<file path="src/apce_pkg.sv">
// ----------------------------------------------------------------------------
// apce_pkg
// Shared types and constants of the audio processor command encoder.
// ----------------------------------------------------------------------------
package apce_pkg;

  // Tuning commands as they arrive on the input.
  typedef enum logic [3:0] {
    CMD_VOLUME   = 4'd0,
    CMD_BASS     = 4'd1,
    CMD_TREBLE   = 4'd2,
    CMD_BALANCE  = 4'd3,
    CMD_FADER    = 4'd4,
    CMD_GAIN     = 4'd5,
    CMD_INPUT    = 4'd6,
    CMD_LOUDNESS = 4'd7,
    CMD_MUTE     = 4'd8
  } cmd_e;

  // Register bases of the audio processor.
  localparam logic [7:0] VOL_BASE    = 8'h00;
  localparam logic [7:0] SP_FL       = 8'h80;
  localparam logic [7:0] SP_FR       = 8'hA0;
  localparam logic [7:0] SP_RL       = 8'hC0;
  localparam logic [7:0] SP_RR       = 8'hE0;
  localparam logic [7:0] MUTE_CODE   = 8'h1F;
  localparam logic [7:0] SWITCH_BASE = 8'h40;
  localparam logic [7:0] BASS_BASE   = 8'h60;
  localparam logic [7:0] TREBLE_BASE = 8'h70;

  localparam int unsigned MAX_BYTES = 4;
  localparam int unsigned BIDX_W    = $clog2(MAX_BYTES);

  // Depth of the job queue between front and back.
  localparam int unsigned QDEPTH = 2;
  localparam int unsigned QPTR_W = $clog2(QDEPTH);

  // One classified command: its bytes in sending order and the index of the last.
  typedef struct packed {
    logic [BIDX_W-1:0]            last_idx;
    logic [MAX_BYTES-1:0][7:0]    bytes;
  } job_t;

endpackage

</file>
<file path="src/apce_front.sv">
// ----------------------------------------------------------------------------
// apce_front
// Accepts commands, keeps the stored settings and builds the byte job.
// ----------------------------------------------------------------------------
module apce_front (
  input  logic              clk_i,
  input  logic              rst_ni,
  input  logic              accept_i,
  input  logic [3:0]        command_i,
  input  logic signed [6:0] setting_value_i,
  output logic              job_valid_o,
  output apce_pkg::job_t    job_o
);
  import apce_pkg::*;

  logic signed [4:0] balance_q, balance_d;
  logic signed [4:0] fader_q, fader_d;
  logic [1:0]        gain_q, gain_d;
  logic [1:0]        sel_q, sel_d;
  logic              loud_q, loud_d;

  logic signed [6:0] v;
  logic [6:0]        neg_v;
  logic [5:0]        vol_att;
  logic [3:0]        tone;
  logic signed [4:0] lvl_clamp;
  logic [1:0]        sw_clamp;
  logic [4:0]        b_pos, b_neg, f_pos, f_neg;
  logic [4:0]        att_rl, att_rr, att_fl, att_fr;
  logic [7:0]        switch_byte;
  job_t              speakers;
  cmd_e              cmd;

  assign v     = setting_value_i;
  assign neg_v = -v;
  assign cmd   = cmd_e'(command_i);

  always_comb begin
    if (v < -7'sd63) begin
      vol_att = 6'd63;
    end else if (v > 7'sd0) begin
      vol_att = 6'd0;
    end else begin
      vol_att = neg_v[5:0];
    end

    if (v > 7'sd7) begin
      tone = 4'd8;
    end else if (v < -7'sd7) begin
      tone = 4'd0;
    end else if (v > 7'sd0) begin
      tone = 4'd15 - v[3:0];
    end else begin
      tone = 4'd7 + v[3:0];
    end

    if (v > 7'sd15) begin
      lvl_clamp = 5'sd15;
    end else if (v < -7'sd15) begin
      lvl_clamp = -5'sd15;
    end else begin
      lvl_clamp = v[4:0];
    end

    if (v > 7'sd3) begin
      sw_clamp = 2'd3;
    end else if (v < 7'sd0) begin
      sw_clamp = 2'd0;
    end else begin
      sw_clamp = v[1:0];
    end
  end

  // Next values of the stored settings.
  always_comb begin
    balance_d = balance_q;
    fader_d   = fader_q;
    gain_d    = gain_q;
    sel_d     = sel_q;
    loud_d    = loud_q;
    if (accept_i) begin
      unique case (cmd)
        CMD_BALANCE:  balance_d = lvl_clamp;
        CMD_FADER:    fader_d   = lvl_clamp;
        CMD_GAIN:     gain_d    = sw_clamp;
        CMD_INPUT:    sel_d     = sw_clamp;
        CMD_LOUDNESS: loud_d    = (v != 7'sd0);
        default: ;
      endcase
    end
  end

  always_ff @(posedge clk_i or negedge rst_ni) begin
    if (!rst_ni) begin
      balance_q <= '0;
      fader_q   <= '0;
      gain_q    <= '0;
      sel_q     <= '0;
      loud_q    <= 1'b0;
    end else begin
      balance_q <= balance_d;
      fader_q   <= fader_d;
      gain_q    <= gain_d;
      sel_q     <= sel_d;
      loud_q    <= loud_d;
    end
  end

  // Speaker attenuations from the settings as they stand after this command.
  always_comb begin
    b_pos  = (balance_d > 5'sd0) ? balance_d : 5'd0;
    b_neg  = (balance_d > 5'sd0) ? 5'd0 : 5'(-balance_d);
    f_pos  = (fader_d > 5'sd0) ? fader_d : 5'd0;
    f_neg  = (fader_d > 5'sd0) ? 5'd0 : 5'(-fader_d);
    att_rl = b_pos + f_pos;
    att_rr = b_neg + f_pos;
    att_fl = b_pos + f_neg;
    att_fr = b_neg + f_neg;

    speakers.last_idx = BIDX_W'(MAX_BYTES - 1);
    speakers.bytes[0] = SP_RL | {3'b000, att_rl};
    speakers.bytes[1] = SP_RR | {3'b000, att_rr};
    speakers.bytes[2] = SP_FL | {3'b000, att_fl};
    speakers.bytes[3] = SP_FR | {3'b000, att_fr};

    switch_byte = SWITCH_BASE | {3'b000, ~gain_d, loud_d, sel_d};
  end

  always_comb begin
    job_valid_o = accept_i;
    job_o       = '0;
    unique case (cmd)
      CMD_VOLUME:  job_o.bytes[0] = VOL_BASE | {2'b00, vol_att};
      CMD_BASS:    job_o.bytes[0] = BASS_BASE | {4'h0, tone};
      CMD_TREBLE:  job_o.bytes[0] = TREBLE_BASE | {4'h0, tone};
      CMD_BALANCE, CMD_FADER: job_o = speakers;
      CMD_GAIN, CMD_INPUT, CMD_LOUDNESS: job_o.bytes[0] = switch_byte;
      CMD_MUTE: begin
        if (v != 7'sd0) begin
          job_o.last_idx = BIDX_W'(MAX_BYTES - 1);
          job_o.bytes[0] = SP_RL | MUTE_CODE;
          job_o.bytes[1] = SP_RR | MUTE_CODE;
          job_o.bytes[2] = SP_FL | MUTE_CODE;
          job_o.bytes[3] = SP_FR | MUTE_CODE;
        end else begin
          job_o = speakers;
        end
      end
      default: job_valid_o = 1'b0;
    endcase
  end

endmodule

</file>
<file path="src/apce_queue.sv">
// ----------------------------------------------------------------------------
// apce_queue
// Short job queue that decouples the front from the byte sequencer.
// ----------------------------------------------------------------------------
module apce_queue (
  input  logic           clk_i,
  input  logic           rst_ni,
  input  logic           wr_i,
  input  apce_pkg::job_t wr_job_i,
  output logic           full_o,
  input  logic           rd_i,
  output logic           empty_o,
  output apce_pkg::job_t rd_job_o
);
  import apce_pkg::*;

  job_t              mem_q [QDEPTH];
  logic [QPTR_W-1:0] wr_ptr_q, rd_ptr_q;
  logic [QPTR_W:0]   cnt_q;
  logic              do_wr, do_rd;

  assign full_o   = (cnt_q == (QPTR_W+1)'(QDEPTH));
  assign empty_o  = (cnt_q == '0);
  assign do_wr    = wr_i && !full_o;
  assign do_rd    = rd_i && !empty_o;
  assign rd_job_o = mem_q[rd_ptr_q];

  always_ff @(posedge clk_i) begin
    if (do_wr) begin
      mem_q[wr_ptr_q] <= wr_job_i;
    end
  end

  always_ff @(posedge clk_i or negedge rst_ni) begin
    if (!rst_ni) begin
      wr_ptr_q <= '0;
      rd_ptr_q <= '0;
      cnt_q    <= '0;
    end else begin
      if (do_wr) begin
        wr_ptr_q <= (wr_ptr_q == QPTR_W'(QDEPTH - 1)) ? '0 : wr_ptr_q + 1'b1;
      end
      if (do_rd) begin
        rd_ptr_q <= (rd_ptr_q == QPTR_W'(QDEPTH - 1)) ? '0 : rd_ptr_q + 1'b1;
      end
      cnt_q <= cnt_q + (QPTR_W+1)'(do_wr) - (QPTR_W+1)'(do_rd);
    end
  end

endmodule

</file>
<file path="src/apce_back.sv">
// ----------------------------------------------------------------------------
// apce_back
// Byte sequencer: walks the head job into the output register, one byte per cycle unless stalled.
// ----------------------------------------------------------------------------
module apce_back (
  input  logic           clk_i,
  input  logic           rst_ni,
  input  logic           q_empty_i,
  input  apce_pkg::job_t q_job_i,
  output logic           q_rd_o,
  input  logic           pop_i,
  output logic           empty_o,
  output logic [7:0]     command_byte_o,
  output logic           last_byte_o
);
  import apce_pkg::*;

  logic              out_valid_q, out_valid_d;
  logic [7:0]        byte_q;
  logic              last_q;
  logic [BIDX_W-1:0] idx_q, idx_d;
  logic              load, is_last;

  // The output register takes a new byte when it is free or being taken.
  assign load    = !q_empty_i && (!out_valid_q || pop_i);
  assign is_last = (idx_q == q_job_i.last_idx);
  assign q_rd_o  = load && is_last;

  always_comb begin
    idx_d       = idx_q;
    out_valid_d = out_valid_q;
    if (load) begin
      idx_d       = is_last ? '0 : idx_q + 1'b1;
      out_valid_d = 1'b1;
    end else if (pop_i) begin
      out_valid_d = 1'b0;
    end
  end

  always_ff @(posedge clk_i or negedge rst_ni) begin
    if (!rst_ni) begin
      out_valid_q <= 1'b0;
      idx_q       <= '0;
    end else begin
      out_valid_q <= out_valid_d;
      idx_q       <= idx_d;
    end
  end

  always_ff @(posedge clk_i) begin
    if (load) begin
      byte_q <= q_job_i.bytes[idx_q];
      last_q <= is_last;
    end
  end

  assign empty_o        = !out_valid_q;
  assign command_byte_o = byte_q;
  assign last_byte_o    = last_q;

endmodule

</file>
<file path="src/audio_processor_command_encoder.sv">
// ----------------------------------------------------------------------------
// audio_processor_command_encoder
// Turns tuning commands into register bytes for a four-speaker audio processor.
// ----------------------------------------------------------------------------
// Both sides look like a queue. A command is transferred in when push is high
// and full is low; each result byte is transferred out when pop is high and
// empty is low, the oldest waiting byte being on command_byte_o/last_byte_o.
// Volume, tone and switch commands yield one byte; balance, fader and mute
// yield four, the final one flagged by last_byte_o. Unknown commands are
// accepted and yield nothing.
// After its transfer in, a command's first byte passes through the job queue
// and then the output register. The byte sequencer sends one byte per cycle
// while the receiver keeps popping. A two-entry job queue lets the front
// take commands back to back while the sequencer is still busy.
// If the receiver stalls, the current byte holds and the queue fills; full
// then rises until bytes are drained again.
// Reset clears the stored balance, fader, gain, input and loudness settings
// to zero and empties the queue and the output register.
// ----------------------------------------------------------------------------
module audio_processor_command_encoder (
  input  logic              clk_i,
  input  logic              rst_ni,
  input  logic              push,
  output logic              full,
  input  logic [3:0]        command_i,
  input  logic signed [6:0] setting_value_i,
  output logic              empty,
  input  logic              pop,
  output logic [7:0]        command_byte_o,
  output logic              last_byte_o
);
  import apce_pkg::*;

  logic accept;
  logic job_valid;
  job_t job;
  logic q_empty, q_rd;
  job_t q_job;

  // The queue's full flag gates every transfer in, whatever the command.
  assign accept = push && !full;

  apce_front u_front (
    .clk_i          (clk_i),
    .rst_ni         (rst_ni),
    .accept_i       (accept),
    .command_i      (command_i),
    .setting_value_i(setting_value_i),
    .job_valid_o    (job_valid),
    .job_o          (job)
  );

  apce_queue u_queue (
    .clk_i   (clk_i),
    .rst_ni  (rst_ni),
    .wr_i    (job_valid),
    .wr_job_i(job),
    .full_o  (full),
    .rd_i    (q_rd),
    .empty_o (q_empty),
    .rd_job_o(q_job)
  );

  apce_back u_back (
    .clk_i         (clk_i),
    .rst_ni        (rst_ni),
    .q_empty_i     (q_empty),
    .q_job_i       (q_job),
    .q_rd_o        (q_rd),
    .pop_i         (pop),
    .empty_o       (empty),
    .command_byte_o(command_byte_o),
    .last_byte_o   (last_byte_o)
  );

endmodule

</file>
<file path="config.mk">
export PLATFORM = sky130hd
export DESIGN_NAME = audio_processor_command_encoder
export DESIGN_NICKNAME = d
export VERILOG_FILES = /design/src/apce_pkg.sv /design/src/apce_front.sv /design/src/apce_queue.sv /design/src/apce_back.sv /design/src/audio_processor_command_encoder.sv
export SDC_FILE = /design/constraint.sdc
export NUM_CORES = 1
export LEC_CHECK = 0
export BUFFER_PORTS_ARGS = -buffer_cell sky130_fd_sc_hd__buf_2
export CAP_MARGIN = 20
export CORE_UTILIZATION = 45
export CTS_BUF_LIST = sky130_fd_sc_hd__clkbuf_8
export DETAILED_ROUTE_END_ITERATION = 8
export PLACE_DENSITY = 0.67
export SYNTH_ARGS = -nofsm -noshare
export SYNTH_HDL_FRONTEND = slang
export SYNTH_SLANG_ARGS = --single-unit
</file>
<file path="constraint.sdc">
create_clock -name clk_i -period 4.7 [get_ports clk_i]
set_input_delay 0.47 -clock clk_i [delete_from_list [all_inputs] [get_ports clk_i]]
set_output_delay 0.47 -clock clk_i [all_outputs]
set_load 0.02 [all_outputs]
</file>
==> out/results.txt <==
DR vias/cell: 5.61
Antenna viol nets, final: 0
Max Slew Vio Count: 0
Synthesized instance count: 400
Post-synthesis mux area share: 0.106
RD Place Congestion: 0.930
Width of the die: 103 µm
Synthesized net count: 441
Later-pin clock latency in the skew report: 350 ps
Final min period: 3980 ps
Clk slew on worst S/H paths: 90 ps
Synth top area cells: edfxtp_1 (37%), dfrtp_1 (12%), ha_1 (6.5%)
Pin count of the biggest net entering global routing: 25
Ant diodes: 0
CP max FO: 6
Post-synthesis async set-or-reset flop share: 0.278
Starting Density: 0.469
Commonest non-fill, non-tap cells in the layout: edfxtp_1 (57), nand2_1 (30), inv_1 (27), nor2_1 (25), buf_2 (25)
CP Launch Type: flop
Simple-gate area share of the yosys netlist: 0.123
Area grow syn2layout: 10.2%
Final Hold Vio Count: 0
Fin worst setup slack: 719 ps
Max Freq: 251 MHz
Clock buffer depth: 2
Synth cell types: 70
CTS tree: done
Final Util: 0.517
First-pass GRT wire length: 15700 µm
DR WL/cell: 17.3 µm
Leak: 2.07 nW
Kind of end point of the critical path: flop
Share of cells above drive strength 1: 0.199
All-Layer GR Usage: 0.200
Core ar.: 9860 µm²
Clock root cell: clkbuf_8
Pre-CTS WS: 408 ps
Main combinational cell family by area after synthesis: simple AND/OR/NAND/NOR gates
Fin nets: 463
Placed insts: 544
Commonest non-fill, non-tap cell in the layout: edfxtp_1
Tcrit/Tclk final: 0.847
Status: completed
Drt pass-1 iters: 4
Initial DRC count: 165
Main synth FF type: edfxtp_1
Vias in the first global route: 3109
Initial antenna violation count: 0
Clk_skew: 10.6 ps
Max cap viols: 0
CP Data Required Time: 4780 ps
Post-Syn Area: 4630 µm²
Yosys reg bits: 79
Worst hold margin: 81.5 ps
Compound-Gate Fraction of Synth Area: 0.120
Post-synth EDFFs: 57
Final setup vio count: 0
RSZ-0062 raised after global routing: false
Sequential element share of the synthesized area: 0.489
Hold_buf cts: 0
Post-synth top area share: 0.370
Die area: 10700 µm²
Post-CTS resize count: 0
CTS Buf Count: 9
Slew HR: 0.267
Worst-Margin Slew: 1100 ps
Final wirelength: 9670 µm
CTS Sinks: 79
CP arrival: 4060 ps
Setup bufs post-CTS: 0
DP HPWL: 7220 µm
Fin Setup TNS: 0 ps
Worst vdd ir: 0.306 mV
Residual DRC: 0
Overflow after GRT: 0
Setup CP Type: flop to flop
Row count: 36
Synth Area in Adders: 0.0757
I/O pin count: 26
Die Ht: 103 µm
IO Port Bufs: 25
H-tree Lvls: 3
Synth area leader: edfxtp_1
Warnings from Yosys: 0
DR vias: 3143
Finished Layout Cells: 560
Xor/xnor cell area share of the yosys netlist: 0.0454
Pwr dens: 608 nW/µm²
Hold Path Class: primary input to async pin
Avg Cell Area, Syn: 11.6 µm²
==> worst max-delay path, cell delays in order, from the launching register on <==
cell	delay [ps]
dfrtp_1	410
nand2b_2	250
nand3_1	340
mux2i_1	450
ha_1	280
nand4_1	110
o2bb2ai_1	310
a21o_1	260
nor2_1	90
ha_1	240
inv_1	70
fa_1	200
inv_1	50
a21o_1	180
a21oi_1	190
xor2_1	170
a21oi_1	100
==> final timing paths <==
| check | start | to | slack (ps) | depth (start not counted) |
|---|---|---|---|---|
| max reg2reg | u_queue.cnt_q[0]$_DFF_PN0_ | u_queue.mem_q[1][12]$_DFFE_PP_ | 720 | 16 |
| max in group asynchronous | rst_ni | u_front.balance_q[1]$_DFF_PN0_ | 4250 | 1 |
| min in group clk_i | pop | u_back.out_valid_q$_DFFE_PN0P_ | 390 | 3 |
| max | u_queue.cnt_q[0]$_DFF_PN0_ | u_queue.mem_q[1][12]$_DFFE_PP_ | 720 | 16 |
| min | rst_ni | u_queue.cnt_q[1]$_DFF_PN0_ | 80 | 1 |
| min reg2reg | u_front.gain_q[0]$_DFF_PN0_ | u_front.gain_q[0]$_DFF_PN0_ | 510 | 1 |
==> routing by layer <==
metal  share of wire  vias up  GRT usage
met5               0        -          0
met4           0.017        0     0.0628
met3           0.040       15     0.0423
met2            0.48       73      0.329
met1            0.46     1542      0.265
li1                -     1513          -
==> synth_stat cells (2+ instances only) <==
cell type,number
o21ai_1,4
ha_1,24
a21boi_0,2
and3_1,2
o31a_1,3
clkbuf_1,14
mux4_2,10
fa_1,2
and2_1,6
nor4_1,2
a211oi_2,2
a31oi_1,5
dfrtp_1,22
a21o_1,5
edfxtp_1,57
nand4_1,3
mux2i_1,7
a21oi_1,21
nor3_1,7
mux2_2,14
a311oi_1,2
inv_1,26
a211oi_1,2
nand2b_1,4
nor2_1,25
o21ai_0,14
or4_1,2
buf_1,3
nor2b_1,6
nand2_1,30
xor2_1,11
nand3_1,9
o22ai_1,5
xnor2_1,13
==> per-stage QoR <==
step | power, W | area, µm²
floorplan | 0.00217 | 4630
global route | 0.00332 | 5100
finish | 0.00310 | 5100
CTS | 0.00312 | 5100
global placement | 0.00252 | 4880
detailed placement | 0.00255 | 4880
==> power by group <==
part / total, W / internal (W) / switching, W
sequential: 0.00111 / 0.00100 / 0.000103
clock: 0.000562 / 0.000301 / 0.000261
combinational: 0.00143 / 0.000606 / 0.000827
total: 0.00310 / 0.00191 / 0.00119
==> registers in the layout (all words and copies together), names as in the netlist <==
name,flops
u_back.out_valid_q,1
u_back.last_byte_o,1
u_front.loud_q,1
u_back.idx_q,2
u_front.balance_q,5
u_front.fader_q,5
u_queue.cnt_q,2
u_queue.wr_ptr_q,1
u_back.command_byte_o,8
u_queue.mem_q,48
u_front.gain_q,2
u_queue.rd_ptr_q,1
u_front.sel_q,2
==> area by class of cell <==
class                      count  area, µm²
multi-input combinational    274       2180
inverter                      28        108
sequential                    79       2260
clock inverter                 7       96.3
fill                         847       4770
tap                          133        166
timing repair buffer          30        163
clock buffer                   9        124
==> cell families (layout without fill, tap and decap cells) <==
family | after synthesis | after routing
multiplexers | 33 | 33
AO/OA/AOI/OAI | 82 | 82
buffers and inverters | 47 | 74
XOR/XNOR | 24 | 24
AND/OR/NAND/NOR | 108 | 108
adder cells (fa/ha/maj) | 27 | 27
flip-flops | 79 | 79
No activity file was read; power rests on OpenSTA's default activity.
